## src/isqrt_pkg.sv

```systemverilog
// Shared constants and types for the integer square root block.
package isqrt_pkg;

   localparam int VALUE_BITS = 31;
   localparam int ROOT_FIELD_BITS = 16;
   localparam int ROOT_BITS = (VALUE_BITS + 1) / 2;
   localparam int PAD_BITS = 2 * ROOT_BITS;
   localparam int REM_BITS = ROOT_BITS + 2;
   localparam int STEP_BITS = (ROOT_BITS > 1) ? $clog2(ROOT_BITS) : 1;
   localparam logic [STEP_BITS-1:0] LAST_STEP = STEP_BITS'(ROOT_BITS - 1);

   typedef enum logic [0:0] {
      ST_IDLE,
      ST_RUN
   } state_type;

   typedef struct packed {
      logic load;
      logic step;
      logic publish;
   } cmd_type;

endpackage

```

## src/isqrt_req_if.sv

```systemverilog
// Request channel: radicand beats with valid/ready handshake.
interface isqrt_req_if;
   logic                                valid;
   logic                                ready;
   logic [isqrt_pkg::VALUE_BITS-1:0]    radicand;

   modport source (output valid, output radicand, input ready);
   modport sink (input valid, input radicand, output ready);
endinterface

```

## src/isqrt_rsp_if.sv

```systemverilog
// Response channel: root beats with valid/ready handshake.
interface isqrt_rsp_if;
   logic                                   valid;
   logic                                   ready;
   logic [isqrt_pkg::ROOT_FIELD_BITS-1:0]  root;

   modport source (output valid, output root, input ready);
   modport sink (input valid, input root, output ready);
endinterface

```

## src/integer_square_root.sv

```systemverilog
// Integer square root: each request beat carries a 31-bit radicand and yields
// one response beat holding floor(sqrt(radicand)) in 16 bits. An item first
// takes the request beat, then produces the 16 root bits one by one through a
// single shared shift, compare and subtract step. The result sits in an output
// register, so a new request beat is taken while the previous root still
// waits; the last step is held off only while that register is full and not
// being drained.
module integer_square_root (
   input  logic               clock,
   input  logic               reset,
   isqrt_req_if.sink          req_if,
   isqrt_rsp_if.source        rsp_if
);

   isqrt_pkg::cmd_type cmd;

   isqrt_ctrl u_ctrl (
      .clock     (clock),
      .reset     (reset),
      .req_valid (req_if.valid),
      .req_ready (req_if.ready),
      .rsp_valid (rsp_if.valid),
      .rsp_ready (rsp_if.ready),
      .cmd       (cmd)
   );

   isqrt_dp u_dp (
      .clock    (clock),
      .cmd      (cmd),
      .radicand (req_if.radicand),
      .root     (rsp_if.root)
   );

endmodule

```

## src/isqrt_dp.sv

```systemverilog
// Datapath: digit-by-digit restoring square root, one root bit per step.
module isqrt_dp (
   input  logic                                   clock,
   input  isqrt_pkg::cmd_type                     cmd,
   input  logic [isqrt_pkg::VALUE_BITS-1:0]       radicand,
   output logic [isqrt_pkg::ROOT_FIELD_BITS-1:0]  root
);

   logic [isqrt_pkg::PAD_BITS-1:0]         x_ff, x_in;
   logic [isqrt_pkg::REM_BITS-1:0]         rem_ff, rem_in;
   logic [isqrt_pkg::ROOT_BITS-1:0]        q_ff, q_in;
   logic [isqrt_pkg::ROOT_FIELD_BITS-1:0]  root_ff, root_in;

   logic [isqrt_pkg::REM_BITS-1:0]         rem_shift;
   logic [isqrt_pkg::REM_BITS-1:0]         trial;
   logic                                   fits;

   // bring down the next two radicand bits; trial subtrahend is 4q+1
   assign rem_shift = {rem_ff[isqrt_pkg::REM_BITS-3:0], x_ff[isqrt_pkg::PAD_BITS-1 -: 2]};
   assign trial     = {q_ff, 2'b01};
   assign fits      = (rem_shift >= trial);

   always_comb begin
      x_in    = x_ff;
      rem_in  = rem_ff;
      q_in    = q_ff;
      root_in = root_ff;
      if (cmd.load) begin
         x_in   = isqrt_pkg::PAD_BITS'(radicand);
         rem_in = '0;
         q_in   = '0;
      end else if (cmd.step) begin
         x_in   = x_ff << 2;
         rem_in = fits ? (rem_shift - trial) : rem_shift;
         q_in   = {q_ff[isqrt_pkg::ROOT_BITS-2:0], fits};
      end
      if (cmd.publish) begin
         root_in = isqrt_pkg::ROOT_FIELD_BITS'(q_in);
      end
   end

   always_ff @(posedge clock) begin
      x_ff    <= x_in;
      rem_ff  <= rem_in;
      q_ff    <= q_in;
      root_ff <= root_in;
   end

   assign root = root_ff;

endmodule

```

## src/isqrt_ctrl.sv

```systemverilog
// Controller: sequences the root steps and owns the handshakes.
module isqrt_ctrl (
   input  logic                clock,
   input  logic                reset,
   input  logic                req_valid,
   output logic                req_ready,
   output logic                rsp_valid,
   input  logic                rsp_ready,
   output isqrt_pkg::cmd_type  cmd
);

   isqrt_pkg::state_type            state_ff, state_in;
   logic [isqrt_pkg::STEP_BITS-1:0] step_ff, step_in;
   logic                            valid_ff, valid_in;
   logic                            slot_free;
   logic                            last;

   assign slot_free = !valid_ff || rsp_ready;
   assign last      = (step_ff == isqrt_pkg::LAST_STEP);

   // next state
   always_comb begin
      state_in = state_ff;
      unique case (state_ff)
         isqrt_pkg::ST_IDLE: begin
            if (req_valid) state_in = isqrt_pkg::ST_RUN;
         end
         isqrt_pkg::ST_RUN: begin
            if (last && slot_free) state_in = isqrt_pkg::ST_IDLE;
         end
         default: state_in = isqrt_pkg::ST_IDLE;
      endcase
   end

   // outputs
   always_comb begin
      cmd       = '0;
      req_ready = 1'b0;
      unique case (state_ff)
         isqrt_pkg::ST_IDLE: begin
            req_ready = 1'b1;
            cmd.load  = req_valid;
         end
         isqrt_pkg::ST_RUN: begin
            // final step waits until the output register can take the root
            cmd.step    = !last || slot_free;
            cmd.publish = last && slot_free;
         end
         default: ;
      endcase
   end

   always_comb begin
      step_in = step_ff;
      if (cmd.load) step_in = '0;
      else if (cmd.step && !last) step_in = step_ff + 1'b1;

      valid_in = valid_ff;
      if (cmd.publish) valid_in = 1'b1;
      else if (rsp_ready) valid_in = 1'b0;
   end

   always_ff @(posedge clock) begin
      if (reset) begin
         state_ff <= isqrt_pkg::ST_IDLE;
         step_ff  <= '0;
         valid_ff <= 1'b0;
      end else begin
         state_ff <= state_in;
         step_ff  <= step_in;
         valid_ff <= valid_in;
      end
   end

   assign rsp_valid = valid_ff;

endmodule
```

## src/flat_wrapper.sv

```systemverilog
// flat-port wrapper written by rule: the top's interface ports become plain ports
module integer_square_root_flat 
  (clock, reset, req_if_valid, req_if_radicand, req_if_ready, rsp_if_valid, rsp_if_root, rsp_if_ready);
  isqrt_req_if req_if_i ();
  isqrt_rsp_if rsp_if_i ();
  input  logic clock;
  input  logic reset;
  input wire logic [$bits(req_if_i.valid)-1:0] req_if_valid;
  input wire logic [$bits(req_if_i.radicand)-1:0] req_if_radicand;
  output wire logic [$bits(req_if_i.ready)-1:0] req_if_ready;
  output wire logic [$bits(rsp_if_i.valid)-1:0] rsp_if_valid;
  output wire logic [$bits(rsp_if_i.root)-1:0] rsp_if_root;
  input wire logic [$bits(rsp_if_i.ready)-1:0] rsp_if_ready;
  assign req_if_i.valid = req_if_valid;
  assign req_if_i.radicand = req_if_radicand;
  assign req_if_ready = req_if_i.ready;
  assign rsp_if_valid = rsp_if_i.valid;
  assign rsp_if_root = rsp_if_i.root;
  assign rsp_if_i.ready = rsp_if_ready;
  integer_square_root u_core (.clock(clock), .reset(reset), .req_if(req_if_i), .rsp_if(rsp_if_i));
endmodule
```

## config.mk

```make
export PLATFORM = sky130hd
export DESIGN_NAME = integer_square_root_flat
export DESIGN_NICKNAME = d
export VERILOG_FILES = /design/src/isqrt_pkg.sv /design/src/isqrt_req_if.sv /design/src/isqrt_rsp_if.sv /design/src/integer_square_root.sv /design/src/isqrt_dp.sv /design/src/isqrt_ctrl.sv /design/src/flat_wrapper.sv
export SDC_FILE = /design/constraint.sdc
export NUM_CORES = 1
export LEC_CHECK = 0
export BUFFER_PORTS_ARGS = -buffer_cell sky130_fd_sc_hd__buf_2
export CORE_AREA = 2 2 89 91
export CTS_BUF_LIST = sky130_fd_sc_hd__clkbuf_4
export DETAILED_ROUTE_END_ITERATION = 16
export DIE_AREA = 0 0 91 93
export PLACE_DENSITY = 0.76
export SLEW_MARGIN = 15
export SYNTH_ARGS = -nofsm -noshare
export SYNTH_HDL_FRONTEND = slang
export SYNTH_SLANG_ARGS = --single-unit
export TNS_END_PERCENT = 30
```

## constraint.sdc

```tcl
create_clock -name clock -period 7 [get_ports clock]
set_clock_uncertainty 0.05 [all_clocks]
set_input_delay 0.35 -clock clock [delete_from_list [all_inputs] [get_ports clock]]
set_output_delay 0.35 -clock clock [all_outputs]
set_load 0.02 [all_outputs]
```

==> results.yml <==
place:
  placed_cells: 554
  place_hpwl_um: 5254
  gp_congestion: 0.7998
  dp_slack_ps: 3528
  port_buffers: 52
cts:
  clock-sinks: 86
  cts_made_buffers: 9
  root_buffer: "clkbuf_4"
  cts_hold_buf: 0
  clock_latency_ps: 430
  cts-htree-levels: 3
  cts_resized: 0
  post_cts_buffers: 0
  clockBufferDepth: 2
  cts_tree: "built"
  cts.clk_slew.worst_paths_ps: 150
synth:
  synth_warnings: 0
  netlist_instances: 415
  syn_nets: 469
  yosysUniqueCellTypes: 46
  synth-edff-count: 47
  synth_top_area_share_pct: 34.84
  synthArstFlopShare_pct: 0
  syn_area_per_cell_um2: 9.762
  syn_area_um2: 4051
  ys_seq_area_share_pct: 54.11
  yosys.area.top_type: "edfxtp_1"
  netlist_top_cells_area: "edfxtp_1 35%, dfxtp_1 19%, nand2_1 9.8%, ha_1 5.9%, o21ai_0 3.8%"
  synth_flop_cell: "edfxtp_1"
  synth-seq-cells: 86
timing:
  hold_violations: 0
  maxSlewViolCount: 0
  period_share_pct: 44.83
  setup-tns-final_ps: 0
  rsz0062_at_grt: "false"
  period_needed_ps: 3138
  setup_ws_ps: 3862
  setup_viol: 0
  tightestPinTransition_ps: 1068
  relSlewSlack_pct: 28.55
  fmax_ghz: 0.3186
floorplanning:
  die_x_um: 91
  start_util_pct: 53.82
  die_y_um: 93
  coreArea_um2: 7527
  dieArea_um2: 8463
  rows: 32
  ioPinCount: 53
power_and_ir_drop:
  powerDensity_nw_per_um2: 354.2
  leakage_nw: 1.827
  power_frac_seq_pct: 39.8
  p_int_mw: 1.028
  switchingPower_mw: 0.5892
  combPwrFrac_pct: 40.1
  p_sw_share_pct: 36.43
  ir_drop_mv: 0.1605
  p_total_mw: 1.617
  clkPwrFrac_pct: 20.1
worst_setup_path:
  crit_path_top_delay_cell: "nor2_1"
  worstSetupPathType: "flip-flop to flip-flop"
  crit_path_cell_trace: "ha_1, nand3_1, nor2_1, nor2_1, nor2_1, inv_2, o21ai_0"
  reg2reg_depth: 7
  r2r_start: "u_core.u_ctrl.step_ff[0]"
  arrival_ps: 3350
  crit_top_cell: "nor2_1"
  cp-end-kind: "flip-flop"
  start_kind: "flip-flop"
  critPathRequiredTime_ps: 7210
  cpPeakStageDelay_ps: 870
  critPathMaxFanout: 32
  rr_endpoint: "u_core.u_dp.root[0]"
  rrSetupSlack_ps: 3860
route:
  drt-total-wl_um: 7598
  first_pass_iters: 4
  num_vias: 3003
  drt_iter0_drc: 183
  antenna_left: 0
  wl_per_cell_um: 13.33
  viasPerCell: 5.268
  drc_errors: 0
finish:
  drive_gt1_share_pct: 16.88
  n_antenna_cell: 0
  multiInputGateArea_um2: 1715
  syn2layout_area_growth_pct: 12.72
  nets: 517
  finish.utilization_pct: 60.67
  fin_cells: 570
  nFillCells: 690
  regArea_um2: 2192
global_route:
  groute.usage.overall_pct: 18.84
  grt_pass1_vias: 2794
  grt_pass1_wl_um: 12830
  antenna_found_initial: 0
  grt_max_degree: 45
  gr-total-overflow: 0
worst_hold_path:
  min_to: "u_core.u_dp.x_ff[11]"
  hold_start: "req_if_radicand[11]"
  hold_class: "input pin to flip-flop"
  hold_depth: 3
outcome:
  status: "finished clean"
run:
  max-cap-violations: 0
==> layer usage <==
layer | vias up | global-route usage, % | share of wire (%)
met5 | - | 0 | 0
met4 | 0 | 7.955 | 1.2
met3 | 6 | 3.465 | 3.9
met2 | 52 | 30.06 | 47
met1 | 1382 | 25.45 | 47
li1 | 1563 | - | -
==> through the flow <==
step / hold slack (ps) / cell area [µm²]
finish: 116.8 / 4567
global route: 92.12 / 4567
CTS: 92.14 / 4567
detailed placement: 414.6 / 4397
global placement: 413.2 / 4397
floorplan: 367.6 / 4051
==> critical path, delay by kind of cell, from the launching register on <==
| kind | cells | cell delay [ps] |
|---|---|---|
| AOI/OAI and AO/OA | 1 | 360 |
| adders and majority gates | 1 | 220 |
| buffers and inverters | 1 | 560 |
| DFF | 1 | 390 |
| and+or+nand+nor | 4 | 1390 |
==> placed cells by master, fill, tap and decap left out, types with 3 or more instances in the layout <==
cell type  count
a211oi_1       3
a31oi_1        3
mux2i_1        6
o31ai_1        5
o311ai_1       3
xnor2_1        8
o21ai_1        4
buf_2         52
nand2b_1       4
buf_4          3
a21oi_1        9
o21bai_1       3
dfxtp_1       39
inv_1         20
xor2_1         7
nand3_1       21
nor2b_1        3
nor3_1         6
nor2_1        13
clkbuf_4       9
nand4_1        3
edfxtp_1      47
inv_6          3
nand2_1      106
o21ai_0       31
a32oi_1        7
ha_1          19
==> cells in the mapped netlist (2+ instances only) <==
cell type / instances
a211oi_1: 3
a21oi_1: 9
a31oi_1: 3
a32oi_1: 7
and2_1: 2
and3_1: 2
clkbuf_1: 15
dfxtp_1: 39
edfxtp_1: 47
ha_1: 19
inv_1: 21
mux2i_1: 6
nand2_1: 106
nand2b_1: 4
nand3_1: 21
nand4_1: 3
nor2_1: 13
nor2b_1: 4
nor3_1: 6
nor4_1: 2
o21ai_0: 31
o21ai_1: 5
o21bai_1: 3
o311ai_1: 3
o31ai_1: 5
or2_1: 2
or3_1: 2
xnor2_1: 8
xor2_1: 7
==> final cells by class <==
cell class | count | share of cell area, %
repair buffers | 55 | 6.192
clock inverters | 7 | 2.247
flip-flops and latches | 86 | 48.00
clock buffers | 9 | 1.479
multi-input cells | 290 | 37.56
well taps | 102 | 2.795
inverters | 21 | 1.726
==> registers in the layout, indices dropped and copies added (netlist names) <==
signal and cells:
u_core.u_dp.q_ff 16, u_core.u_ctrl.step_ff 4, u_core.u_dp.root 16, u_core.u_ctrl.state_ff 1
u_core.u_dp.x_ff 32, u_core.u_ctrl.rsp_valid 1, u_core.u_dp.rem_ff 16
==> worst max path at each step <==
stage	start	endpoint	slack, ps	cells after the start
2_1_floorplan	u_core.u_dp.q_ff[5]	u_core.u_dp.root[0]	4780	9
3_3_place_gp	u_core.u_ctrl.step_ff[0]	u_core.u_dp.root[0]	3710	7
3_5_place_dp	u_core.u_ctrl.step_ff[0]	u_core.u_dp.root[0]	3530	7
4_1_cts	u_core.u_ctrl.step_ff[0]	u_core.u_dp.root[0]	3500	7
5_1_grt	u_core.u_ctrl.step_ff[0]	u_core.u_dp.root[0]	3470	7
6_report	u_core.u_ctrl.step_ff[0]	u_core.u_dp.root[0]	3860	7
==> power by group through the flow <==
stage	sequential (mW)	clock [mW]	combinational, mW
after global routing	0.649	0.352	0.730
after global placement	0.654	0	0.631
after CTS	0.643	0.333	0.645
after floorplan	0.640	0	0.549
after detailed placement	0.655	0	0.640
final	0.643	0.326	0.649
==> cells by family (layout without fill, tap and decap cells) <==
kind of cell,count (synthesis),count (layout),share of synthesized area [%]
adders and majority gates,19,19,5.868
xor gates and xnor gates,15,15,3.243
AOI/OAI and AO/OA,80,80,13.13
and+or+nand+nor,170,170,18.28
muxes,6,6,1.482
buffers and inverters,39,92,3.891
DFF,86,86,54.11
(Power assumes the default switching activity.)
